$ cat config.mk
export PLATFORM = sky130hd
export DESIGN_NAME = timer_gpio_interrupt_controller
export DESIGN_NICKNAME = d
export VERILOG_FILES = /design/src/tgic_pkg.sv /design/src/tgic_front.sv /design/src/tgic_queue.sv /design/src/tgic_back.sv /design/src/timer_gpio_interrupt_controller.sv
export SDC_FILE = /design/constraint.sdc
export NUM_CORES = 1
export LEC_CHECK = 0
export BUFFER_PORTS_ARGS = -buffer_cell sky130_fd_sc_hd__buf_2
export CORE_ASPECT_RATIO = 0.6
export CORE_MARGIN = 3
export CORE_UTILIZATION = 51
export CTS_CLUSTER_DIAMETER = 120
export DETAILED_ROUTE_END_ITERATION = 10
export PLACE_DENSITY_LB_ADDON = 0.1
export SYNTH_ARGS = -nofsm -noshare
export SYNTH_HDL_FRONTEND = slang
export SYNTH_SLANG_ARGS = --single-unit
$ cat constraint.sdc
create_clock -name clk -period 14.24 [get_ports clk]
set_input_delay 0.712 -clock clk [delete_from_list [all_inputs] [get_ports clk]]
set_output_delay 0.712 -clock clk [all_outputs]
set_load 0.02 [all_outputs]
$ cat src/tgic_pkg.sv
`timescale 1ns / 1ps
// ----------------------------------------------------------------------------
// tgic_pkg
// Shared types, register codes and tables for the timer/GPIO interrupt
// controller.
// ----------------------------------------------------------------------------
package tgic_pkg;

  localparam int ENABLE_DELAY_DEPTH_DEF = 4;
  localparam int PORT_WIDTH_DEF         = 16;
  localparam int QUEUE_DEPTH            = 2;

  localparam logic [1:0] CMD_TICK  = 2'd0;
  localparam logic [1:0] CMD_READ  = 2'd1;
  localparam logic [1:0] CMD_WRITE = 2'd2;

  typedef enum logic [1:0] {
    OP_TICK,
    OP_READ,
    OP_WRITE,
    OP_NOP
  } op_t;

  typedef enum logic [4:0] {
    REG_VECTOR    = 5'd0,
    REG_CAUSE     = 5'd1,
    REG_MASK      = 5'd2,
    REG_STATUS    = 5'd3,
    REG_EPC       = 5'd4,
    REG_S0CAUSE   = 5'd5,
    REG_GPIO_CAUSE = 5'd6,
    REG_GPIO_INV  = 5'd7,
    REG_GPIO_MASK = 5'd8,
    REG_PORT_DIR  = 5'd9,
    REG_PORT_OUT  = 5'd10,
    REG_PORT_IN   = 5'd11,
    REG_PIN_INV   = 5'd12,
    REG_PIN_MASK  = 5'd13,
    REG_TMR_CAUSE = 5'd14,
    REG_TMR_INV   = 5'd15,
    REG_TMR_MASK  = 5'd16,
    REG_TIMER0    = 5'd17,
    REG_TIMER1    = 5'd18,
    REG_TMR1_PRE  = 5'd19,
    REG_TMR1_CTC  = 5'd20,
    REG_TMR1_OCR  = 5'd21
  } reg_sel_t;

  typedef struct packed {
    op_t         op;
    logic [4:0]  sel;
    logic [31:0] wdata;
    logic        exc;
    logic [31:0] ret_pc;
  } cmd_t;

  // timer1 prescaler: low bits of timer0 that must be zero for a step
  function automatic logic [13:0] prescale_mask(input logic [2:0] sel);
    logic [13:0] m;
    case (sel)
      3'd1:    m = 14'd3;
      3'd2:    m = 14'd15;
      3'd3:    m = 14'd63;
      3'd4:    m = 14'd255;
      3'd5:    m = 14'd1023;
      3'd6:    m = 14'd4095;
      3'd7:    m = 14'd16383;
      default: m = 14'd0;
    endcase
    return m;
  endfunction

endpackage

$ cat src/tgic_front.sv
`timescale 1ns / 1ps
// ----------------------------------------------------------------------------
// tgic_front
// Decodes an incoming item into an operation: unused selectors and writes
// to read-only registers become no-ops, exception is kept only on ticks.
// ----------------------------------------------------------------------------
module tgic_front import tgic_pkg::*; (
  input  logic [1:0]  command,
  input  logic [4:0]  reg_select,
  input  logic [31:0] write_data,
  input  logic        exception,
  input  logic [31:0] return_pc,
  output cmd_t        cmd
);

  logic readable;
  logic writable;

  always_comb begin
    readable = (reg_select <= REG_TMR1_OCR);
    writable = readable && !(reg_select inside {REG_CAUSE, REG_S0CAUSE, REG_PORT_IN,
                                                REG_TMR_CAUSE, REG_TIMER0});
  end

  always_comb begin
    cmd.sel    = reg_select;
    cmd.wdata  = write_data;
    cmd.ret_pc = return_pc;
    cmd.exc    = exception && (command == CMD_TICK);
    case (command)
      CMD_TICK:  cmd.op = OP_TICK;
      CMD_READ:  cmd.op = readable ? OP_READ : OP_NOP;
      CMD_WRITE: cmd.op = writable ? OP_WRITE : OP_NOP;
      default:   cmd.op = OP_NOP;
    endcase
  end

endmodule

$ cat src/tgic_queue.sv
`timescale 1ns / 1ps
// ----------------------------------------------------------------------------
// tgic_queue
// Small FIFO between decode and execute; push and pop in the same cycle.
// ----------------------------------------------------------------------------
module tgic_queue import tgic_pkg::*; #(
  parameter int WIDTH = 8,
  parameter int DEPTH = QUEUE_DEPTH
) (
  input  logic             clk,
  input  logic             rst,
  input  logic             push,
  input  logic [WIDTH-1:0] push_data,
  input  logic             pop,
  output logic [WIDTH-1:0] pop_data,
  output logic             full,
  output logic             not_empty
);

  localparam int PW = (DEPTH > 1) ? $clog2(DEPTH) : 1;
  localparam int CW = $clog2(DEPTH + 1);

  logic [WIDTH-1:0] store [DEPTH];
  logic [PW-1:0]    wr_ptr;
  logic [PW-1:0]    rd_ptr;
  logic [CW-1:0]    count;
  logic [CW-1:0]    count_next;

  assign full      = (count == CW'(DEPTH));
  assign not_empty = (count != '0);
  assign pop_data  = store[rd_ptr];

  always_comb begin
    count_next = count;
    if (push && !pop) begin
      count_next = count + 1'b1;
    end else if (pop && !push) begin
      count_next = count - 1'b1;
    end
  end

  always_ff @(posedge clk) begin
    if (rst) begin
      wr_ptr <= '0;
      rd_ptr <= '0;
      count  <= '0;
    end else begin
      count <= count_next;
      if (push) begin
        wr_ptr <= (wr_ptr == PW'(DEPTH - 1)) ? '0 : wr_ptr + 1'b1;
      end
      if (pop) begin
        rd_ptr <= (rd_ptr == PW'(DEPTH - 1)) ? '0 : rd_ptr + 1'b1;
      end
    end
  end

  always_ff @(posedge clk) begin
    if (push) begin
      store[wr_ptr] <= push_data;
    end
  end

endmodule

$ cat src/tgic_back.sv
`timescale 1ns / 1ps
// ----------------------------------------------------------------------------
// tgic_back
// Executes one item a cycle, unless a held result stalls it, against the
// register file: interrupt decision, enable delay line, GPIO and timer
// causes, register reads and writes. Results land in an output register.
// ----------------------------------------------------------------------------
module tgic_back import tgic_pkg::*; #(
  parameter int ENABLE_DELAY_DEPTH = ENABLE_DELAY_DEPTH_DEF,
  parameter int PORT_WIDTH         = PORT_WIDTH_DEF
) (
  input  logic                  clk,
  input  logic                  rst,
  input  logic                  q_valid,
  input  cmd_t                  q_cmd,
  input  logic [PORT_WIDTH-1:0] q_pins,
  output logic                  q_pop,
  output logic                  out_valid,
  input  logic                  out_ready,
  output logic [31:0]           read_data,
  output logic                  irq_taken,
  output logic [31:0]           irq_target,
  output logic [PORT_WIDTH-1:0] port_out,
  output logic [PORT_WIDTH-1:0] port_dir
);

  localparam int D = ENABLE_DELAY_DEPTH;
  localparam int P = PORT_WIDTH;

  logic [31:0]  vector_base, vector_base_next;
  logic [31:0]  int_mask, int_mask_next;
  logic [31:0]  irq_enable, irq_enable_next;
  logic [31:0]  enable_delay [D];
  logic [31:0]  enable_delay_next [D];
  logic [31:0]  saved_pc, saved_pc_next;
  logic         int_pending, int_pending_next;
  logic [1:0]   summary_cause, summary_cause_next;
  logic [P-1:0] gpio_cause, gpio_cause_next;
  logic [P-1:0] gpio_cause_invert, gpio_cause_invert_next;
  logic [P-1:0] gpio_cause_mask, gpio_cause_mask_next;
  logic [P-1:0] port_direction, port_direction_next;
  logic [P-1:0] port_output, port_output_next;
  logic [P-1:0] port_input, port_input_next;
  logic [P-1:0] port_input_invert, port_input_invert_next;
  logic [P-1:0] port_input_mask, port_input_mask_next;
  logic [4:0]   timer_cause, timer_cause_next;
  logic [7:0]   timer_cause_invert, timer_cause_invert_next;
  logic [7:0]   timer_cause_mask, timer_cause_mask_next;
  logic [31:0]  free_timer, free_timer_next;
  logic [15:0]  count_timer, count_timer_next;
  logic [15:0]  prescale_select, prescale_select_next;
  logic [15:0]  compare_top, compare_top_next;
  logic [15:0]  output_compare, output_compare_next;

  logic [31:0]  rdata;
  logic         take;
  logic         ctc_match;
  logic [15:0]  count_base;
  logic         count_step;

  assign q_pop = q_valid && (!out_valid || out_ready);

  always_comb begin
    case (q_cmd.sel)
      REG_VECTOR:     rdata = vector_base;
      REG_CAUSE:      rdata = 32'(int_pending);
      REG_MASK:       rdata = int_mask;
      REG_STATUS:     rdata = irq_enable;
      REG_EPC:        rdata = saved_pc;
      REG_S0CAUSE:    rdata = 32'({summary_cause, 1'b0});
      REG_GPIO_CAUSE: rdata = 32'(gpio_cause);
      REG_GPIO_INV:   rdata = 32'(gpio_cause_invert);
      REG_GPIO_MASK:  rdata = 32'(gpio_cause_mask);
      REG_PORT_DIR:   rdata = 32'(port_direction);
      REG_PORT_OUT:   rdata = 32'(port_output);
      REG_PORT_IN:    rdata = 32'(port_input);
      REG_PIN_INV:    rdata = 32'(port_input_invert);
      REG_PIN_MASK:   rdata = 32'(port_input_mask);
      REG_TMR_CAUSE:  rdata = 32'(timer_cause);
      REG_TMR_INV:    rdata = 32'(timer_cause_invert);
      REG_TMR_MASK:   rdata = 32'(timer_cause_mask);
      REG_TIMER0:     rdata = free_timer;
      REG_TIMER1:     rdata = 32'(count_timer);
      REG_TMR1_PRE:   rdata = 32'(prescale_select);
      REG_TMR1_CTC:   rdata = 32'(compare_top);
      REG_TMR1_OCR:   rdata = 32'(output_compare);
      default:        rdata = '0;
    endcase
    if (q_cmd.op != OP_READ) begin
      rdata = '0;
    end
  end

  always_comb begin
    take       = ((irq_enable != '0) && int_pending && int_mask[0]) || q_cmd.exc;
    ctc_match  = (count_timer == compare_top);
    count_base = ctc_match ? '0 : count_timer;
    free_timer_next = free_timer;
    count_step = 1'b0;

    vector_base_next        = vector_base;
    int_mask_next           = int_mask;
    irq_enable_next         = irq_enable;
    enable_delay_next       = enable_delay;
    saved_pc_next           = saved_pc;
    int_pending_next        = int_pending;
    summary_cause_next      = summary_cause;
    gpio_cause_next         = gpio_cause;
    gpio_cause_invert_next  = gpio_cause_invert;
    gpio_cause_mask_next    = gpio_cause_mask;
    port_direction_next     = port_direction;
    port_output_next        = port_output;
    port_input_next         = port_input;
    port_input_invert_next  = port_input_invert;
    port_input_mask_next    = port_input_mask;
    timer_cause_next        = timer_cause;
    timer_cause_invert_next = timer_cause_invert;
    timer_cause_mask_next   = timer_cause_mask;
    count_timer_next        = count_timer;
    prescale_select_next    = prescale_select;
    compare_top_next        = compare_top;
    output_compare_next     = output_compare;

    case (q_cmd.op)
      OP_TICK: begin
        if (take) begin
          saved_pc_next = q_cmd.ret_pc;
        end
        irq_enable_next = take ? '0 : enable_delay[0];
        for (int i = 0; i < D - 1; i++) begin
          enable_delay_next[i] = take ? '0 : enable_delay[i + 1];
        end
        enable_delay_next[D-1] = take ? '0 : enable_delay[D-1];
        int_pending_next = (summary_cause != '0);

        port_input_next = q_pins;
        gpio_cause_next = P'(|((q_pins ^ port_input_invert) & port_input_mask));

        timer_cause_next[0] = free_timer[16];
        timer_cause_next[1] = free_timer[18];
        timer_cause_next[2] = timer_cause[2] ^ ctc_match;
        timer_cause_next[3] = (count_base < output_compare);
        timer_cause_next[4] = count_base[15];

        summary_cause_next[0] = |((gpio_cause_next ^ gpio_cause_invert) & gpio_cause_mask);
        summary_cause_next[1] = |(({3'b000, timer_cause_next} ^ timer_cause_invert)
                                  & timer_cause_mask);

        free_timer_next = free_timer + 32'd1;
        if (prescale_select inside {[16'd1:16'd7]}) begin
          count_step = ((free_timer_next[13:0] & prescale_mask(prescale_select[2:0]))
                        == '0);
        end else begin
          count_step = 1'b1;
        end
        count_timer_next = count_base + 16'(count_step);
      end
      OP_WRITE: begin
        case (q_cmd.sel)
          REG_VECTOR: vector_base_next = q_cmd.wdata;
          REG_MASK:   int_mask_next    = q_cmd.wdata;
          REG_STATUS: begin
            if (q_cmd.wdata == '0) begin
              irq_enable_next = '0;
              for (int i = 0; i < D; i++) begin
                enable_delay_next[i] = '0;
              end
            end else begin
              enable_delay_next[D-1] = q_cmd.wdata;
            end
          end
          REG_EPC:        saved_pc_next           = q_cmd.wdata;
          REG_GPIO_CAUSE: gpio_cause_next         = q_cmd.wdata[P-1:0];
          REG_GPIO_INV:   gpio_cause_invert_next  = q_cmd.wdata[P-1:0];
          REG_GPIO_MASK:  gpio_cause_mask_next    = q_cmd.wdata[P-1:0];
          REG_PORT_DIR:   port_direction_next     = q_cmd.wdata[P-1:0];
          REG_PORT_OUT:   port_output_next        = q_cmd.wdata[P-1:0];
          REG_PIN_INV:    port_input_invert_next  = q_cmd.wdata[P-1:0];
          REG_PIN_MASK:   port_input_mask_next    = q_cmd.wdata[P-1:0];
          REG_TMR_INV:    timer_cause_invert_next = q_cmd.wdata[7:0];
          REG_TMR_MASK:   timer_cause_mask_next   = q_cmd.wdata[7:0];
          REG_TIMER1:     count_timer_next        = q_cmd.wdata[15:0];
          REG_TMR1_PRE:   prescale_select_next    = q_cmd.wdata[15:0];
          REG_TMR1_CTC:   compare_top_next        = q_cmd.wdata[15:0];
          REG_TMR1_OCR:   output_compare_next     = q_cmd.wdata[15:0];
          default: ;
        endcase
      end
      default: ;
    endcase
  end

  always_ff @(posedge clk) begin
    if (rst) begin
      vector_base        <= '0;
      int_mask           <= '0;
      irq_enable         <= '0;
      for (int i = 0; i < D; i++) begin
        enable_delay[i] <= '0;
      end
      saved_pc           <= '0;
      int_pending        <= 1'b0;
      summary_cause      <= '0;
      gpio_cause         <= '0;
      gpio_cause_invert  <= '0;
      gpio_cause_mask    <= '0;
      port_direction     <= '0;
      port_output        <= '0;
      port_input         <= '0;
      port_input_invert  <= '0;
      port_input_mask    <= '0;
      timer_cause        <= '0;
      timer_cause_invert <= '0;
      timer_cause_mask   <= '0;
      free_timer         <= '0;
      count_timer        <= '0;
      prescale_select    <= '0;
      compare_top        <= '0;
      output_compare     <= '0;
    end else if (q_pop) begin
      vector_base        <= vector_base_next;
      int_mask           <= int_mask_next;
      irq_enable         <= irq_enable_next;
      enable_delay       <= enable_delay_next;
      saved_pc           <= saved_pc_next;
      int_pending        <= int_pending_next;
      summary_cause      <= summary_cause_next;
      gpio_cause         <= gpio_cause_next;
      gpio_cause_invert  <= gpio_cause_invert_next;
      gpio_cause_mask    <= gpio_cause_mask_next;
      port_direction     <= port_direction_next;
      port_output        <= port_output_next;
      port_input         <= port_input_next;
      port_input_invert  <= port_input_invert_next;
      port_input_mask    <= port_input_mask_next;
      timer_cause        <= timer_cause_next;
      timer_cause_invert <= timer_cause_invert_next;
      timer_cause_mask   <= timer_cause_mask_next;
      free_timer         <= free_timer_next;
      count_timer        <= count_timer_next;
      prescale_select    <= prescale_select_next;
      compare_top        <= compare_top_next;
      output_compare     <= output_compare_next;
    end
  end

  always_ff @(posedge clk) begin
    if (rst) begin
      out_valid <= 1'b0;
    end else if (q_pop) begin
      out_valid <= 1'b1;
    end else if (out_ready) begin
      out_valid <= 1'b0;
    end
  end

  always_ff @(posedge clk) begin
    if (q_pop) begin
      read_data  <= rdata;
      irq_taken  <= (q_cmd.op == OP_TICK) && take;
      irq_target <= vector_base_next;
      port_out   <= port_output_next;
      port_dir   <= port_direction_next;
    end
  end

endmodule

$ cat src/timer_gpio_interrupt_controller.sv
`timescale 1ns / 1ps
// ----------------------------------------------------------------------------
// timer_gpio_interrupt_controller
// Interrupt controller with timer and GPIO cause logic behind a register file.
// ----------------------------------------------------------------------------
// Usage:
//   Input channel (in_valid/in_ready) carries one command item: a tick, a
//   register read or a register write, with port pins, exception flag and
//   return pc. Output channel (out_valid/out_ready) returns exactly one
//   result item per command: read data, interrupt taken flag, vector, port
//   output and direction registers.
//   Order: an accepted input is first written into the decode queue, then
//   the execute stage pops it and loads the result register, which raises
//   out_valid; a stall on out_ready can hold the item in the queue.
//   Throughput: one item per cycle unless out_ready stalls, set by the single
//   execute stage that updates the whole register file once per item.
//   A two-entry queue sits between decode and execute; when out_ready is
//   low, the result register holds, the queue fills, and in_ready drops
//   once both entries are taken.
//   Reset clears every register of the register file, the enable delay line,
//   the queue and the result valid flag; in_ready is high the cycle after reset.
// ----------------------------------------------------------------------------
module timer_gpio_interrupt_controller import tgic_pkg::*; #(
  parameter int ENABLE_DELAY_DEPTH = ENABLE_DELAY_DEPTH_DEF,
  parameter int PORT_WIDTH         = PORT_WIDTH_DEF
) (
  input  logic                  clk,
  input  logic                  rst,
  input  logic                  in_valid,
  output logic                  in_ready,
  input  logic [1:0]            command,
  input  logic [4:0]            reg_select,
  input  logic [31:0]           write_data,
  input  logic [PORT_WIDTH-1:0] port_in,
  input  logic                  exception,
  input  logic [31:0]           return_pc,
  output logic                  out_valid,
  input  logic                  out_ready,
  output logic [31:0]           read_data,
  output logic                  irq_taken,
  output logic [31:0]           irq_target,
  output logic [PORT_WIDTH-1:0] port_out,
  output logic [PORT_WIDTH-1:0] port_dir
);

  localparam int QW = $bits(cmd_t) + PORT_WIDTH;

  cmd_t                  dec_cmd;
  cmd_t                  q_cmd;
  logic [PORT_WIDTH-1:0] q_pins;
  logic                  q_full;
  logic                  q_valid;
  logic                  q_pop;
  logic                  push;

  assign in_ready = !q_full;
  assign push     = in_valid && in_ready;

  tgic_front u_front (
    .command    (command),
    .reg_select (reg_select),
    .write_data (write_data),
    .exception  (exception),
    .return_pc  (return_pc),
    .cmd        (dec_cmd)
  );

  tgic_queue #(
    .WIDTH (QW),
    .DEPTH (QUEUE_DEPTH)
  ) u_queue (
    .clk       (clk),
    .rst       (rst),
    .push      (push),
    .push_data ({dec_cmd, port_in}),
    .pop       (q_pop),
    .pop_data  ({q_cmd, q_pins}),
    .full      (q_full),
    .not_empty (q_valid)
  );

  tgic_back #(
    .ENABLE_DELAY_DEPTH (ENABLE_DELAY_DEPTH),
    .PORT_WIDTH         (PORT_WIDTH)
  ) u_back (
    .clk        (clk),
    .rst        (rst),
    .q_valid    (q_valid),
    .q_cmd      (q_cmd),
    .q_pins     (q_pins),
    .q_pop      (q_pop),
    .out_valid  (out_valid),
    .out_ready  (out_ready),
    .read_data  (read_data),
    .irq_taken  (irq_taken),
    .irq_target (irq_target),
    .port_out   (port_out),
    .port_dir   (port_dir)
  );

  a_reset_empty: assert property (@(posedge clk) rst |=> !out_valid && in_ready)
    else $error("outputs not idle after reset");

  a_push_visible: assert property (@(posedge clk) disable iff (rst)
    push |=> q_valid)
    else $error("accepted item not queued");

  a_taken_no_rdata: assert property (@(posedge clk) disable iff (rst)
    out_valid && irq_taken |-> read_data == '0)
    else $error("interrupt result carries read data");

  a_pop_only_free: assert property (@(posedge clk) disable iff (rst)
    out_valid && !out_ready |-> !q_pop)
    else $error("result overwritten while stalled");

endmodule

==> impl_metrics.py <==
metrics = {
    "place": {
        "numPortBuffers": 190,
        "hpwl_mm": 83.1,
        "gp_congestion": 1.05,
        "dp.cells": 4193,
    },
    "setup_path": {
        "crit_arrival_ns": 5.42,
        "reg2reg_slack_ns": 9.38,
        "r2r_cells": 10,
        "cp_cell_sequence": "buf_4 > or3b_1 > a221oi_4 > buf_4 > a21oi_4 > buf_4 > a211oi_4 > buf_4 > nand2b_1 > a21oi_1",
        "critPathMaxStageDelay_ns": 0.76,
        "critPathSlowestCell": "dfxtp_4",
        "crit_top_cell": "buf_4",
        "cp-end-kind": "flop",
        "cp_max_fo": 131,
        "cp_data_required_time_ns": 14.79,
        "critical_path.endpoint": "u_back.enable_delay[7]$_SDFFE_PP0P_",
        "r2r-end": "u_back.enable_delay[7]$_SDFFE_PP0P_",
        "startpoint_type": "flop",
        "criticalPathCategory": "reg2reg",
    },
    "synth": {
        "yosysWarnings": 0,
        "synth_edf_count": 273,
        "synth_cell_types": 78,
        "mappedNetlistNets": 3480,
        "synth_top_family_by_area": "compound AO/OA/AOI/OAI gates",
        "synth_compound_area_share_pct": 21.3,
        "yosys.area_share.simple_pct": 12.8,
        "synth_seq_area_share_pct": 54.6,
        "muxShareOfSynthArea_pct": 3.95,
        "syn_inst": 3369,
        "ys_ff_latch": 783,
        "synth_area_per_cell_um2": 10.0,
        "synthesis.area_um2": 33700,
        "synthAdderAreaFrac_pct": 0.706,
        "ys_async_sr_fraction_pct": 0,
        "synth_flop_cell": "dfxtp_1",
        "synth-xor-area-share_pct": 1.72,
    },
    "floorplanning": {
        "pin_count": 191,
        "dieHeight_um": 205,
        "core_area_um2": 64900,
        "initial_utilization_pct": 51.9,
        "die_area_um2": 69300,
        "fp.dieW_um": 338,
        "rows": 72,
    },
    "pwr": {
        "powerDensity_nw_per_um2": 175,
        "peakVddDrop_uv": 150,
        "p_leak_uw": 0.0129,
    },
    "timing": {
        "worstMarginPinSlew_ns": 1.26,
        "finalCriticalPeriod_ns": 4.86,
        "relSlewSlack_pct": 16.3,
        "finalCritPeriodShare_pct": 34.2,
        "fmax_mhz": 206,
        "clock-skew-final_ns": 0.0305,
        "finalHoldViolations": 0,
        "fin_tns_setup_ns": 0,
        "rsz0062_at_grt": "no",
        "finalSetupViolCount": 0,
        "slew_violations": 0,
    },
    "layout": {
        "fin_util_pct": 58.0,
        "syn_to_final_growth_pct": 11.6,
        "layout-drive-gt1-share_pct": 15.6,
        "most-common-layout-cells": "dfxtp_1, nand2_1, a21oi_1, nor2_1, edfxtp_1",
        "diodes": 0,
        "final_cell_count_no_fill": 4329,
        "layout_commonest_cell": "dfxtp_1",
        "finalNetCount": 3529,
    },
    "drt": {
        "dr_total_vias": 28100,
        "drt_pre_antenna_iters": 6,
        "routed_wl_mm": 124,
        "wl_per_cell_um": 28.5,
        "avgViaCountPerCell": 6.50,
        "route.detailed.drc": 0,
        "drt-initial-drc-count": 4497,
        "ant_nets": 0,
    },
    "global_route": {
        "grt_pass1_vias": 25000,
        "grt-ovfl-total": 0,
        "grt_max_degree": 132,
        "grt_pass1_wl_mm": 175,
        "grt_usage_pct": 34.9,
        "antenna_found_initial": 6,
    },
    "min_path": {
        "whs_path_depth": 1,
        "hp-class": "in2reg",
    },
    "clocking": {
        "cts_root_buffer": "clkbuf_16",
        "post_cts_resized": 0,
        "clockBufferDepth": 3,
        "post-cts-setup-buffer-count": 0,
        "clkTransAtPathRegs_ns": 0.06,
        "clock_latency_ns": 0.65,
        "cts_tree": "done",
        "htree_levels": 3,
        "clock-sinks": 783,
        "postCtsHoldBufs": 0,
        "cts_buffers": 74,
    },
    "run": {
        "maxCapViolCount": 0,
    },
    "status": {
        "outcome": "complete, no violations",
    },
}
-- cells by family after synthesis --
group / after synthesis
and+or+nand+nor: 971
DFF: 783
buffers and inverters: 351
adders and majority gates: 19
muxes: 132
AOI/OAI and AO/OA: 1047
xor gates and xnor gates: 66
-- worst max-delay path, delay by kind of cell (launching register included) --
kind            cells  cell delay, ns
simple gates        2            0.81
buf+inv             4            2.15
flops               1            0.76
compound gates      4            0.94
-- metal layers --
| layer | GRT usage (%) | share of wire, % |
|---|---|---|
| met5 | 0 | 0.035 |
| met4 | 6.98 | 2.1 |
| met3 | 15.9 | 15 |
| met2 | 44.2 | 38 |
| met1 | 53.3 | 45 |
-- state kept, by name, indices dropped and copies added, names as in the netlist, 32 cells and up, named ones only --
name and flops:
u_back.saved_pc 32, u_back.vector_base 32, u_back.irq_enable 32, u_back.irq_target 32
u_back.enable_delay 128, u_queue.store 176, u_back.read_data 32, u_back.free_timer 32
u_back.int_mask 32
-- how the worst min path moves through the flow --
stage                                               start                                     to  slack [ns]
global placement    u_back.enable_delay[120]$_SDFFE_PP0P_     u_back.irq_enable[24]$_SDFFE_PP0P_        0.43
CTS                                            port_in[5]          u_queue.store[0][5]$_DFFE_PP_        0.23
finish                                         port_in[6]          u_queue.store[1][6]$_DFFE_PP_        0.27
global route                                   port_in[4]          u_queue.store[0][4]$_DFFE_PP_        0.24
floorplan            u_back.enable_delay[68]$_SDFFE_PP0P_  u_back.enable_delay[100]$_SDFFE_PP0P_        0.43
detailed placement  u_back.enable_delay[112]$_SDFFE_PP0P_     u_back.irq_enable[16]$_SDFFE_PP0P_        0.44
-- power by group --
part / internal, uW / total, uW / switching [uW]
clock: 1170 / 2050 / 885
combinational: 412 / 1790 / 1380
sequential: 2600 / 2740 / 141
-- synthesized netlist by cell type, types with 31 or more instances --
| cell | n | area (um^2) |
|---|---|---|
| a211oi_1 | 146 | 1100 |
| a211oi_2 | 35 | 438 |
| a21oi_1 | 357 | 1790 |
| a22oi_1 | 129 | 968 |
| buf_2 | 65 | 325 |
| clkbuf_1 | 181 | 679 |
| dfxtp_1 | 510 | 10200 |
| edfxtp_1 | 273 | 8200 |
| inv_1 | 52 | 195 |
| mux2i_1 | 125 | 1250 |
| nand2_1 | 406 | 1520 |
| nand3_1 | 39 | 195 |
| nand4_1 | 38 | 238 |
| nor2_1 | 284 | 1070 |
| nor3_1 | 32 | 160 |
| nor4_1 | 31 | 194 |
| o211ai_1 | 31 | 233 |
| o21ai_0 | 164 | 821 |
| xor2_1 | 41 | 359 |
-- per-stage QoR --
stage                     worst slack, ns  cell area (um^2)  total power (uW)  hold WS (ns)
final                                9.38             37600              6580         0.265
after global routing                 9.16             37600              6790         0.235
after CTS                            9.40             37600              6550         0.228
after detailed placement             9.43             35100              4530         0.438
after global placement               9.57             35100              4500         0.432
after floorplan                      9.23             33700              3820         0.428
-- layout make-up --
cell class,instances,area [um^2]
Timing Repair Buffer,271,1570
Clock buffer,105,2180
Clock inverter,31,300
Fill cell,5585,27300
Multi-Input combinational cell,2235,13900
Tap cell,851,1060
Sequential cell,783,18400
Inverter,53,204
Power figures use the tool's default switching activity.
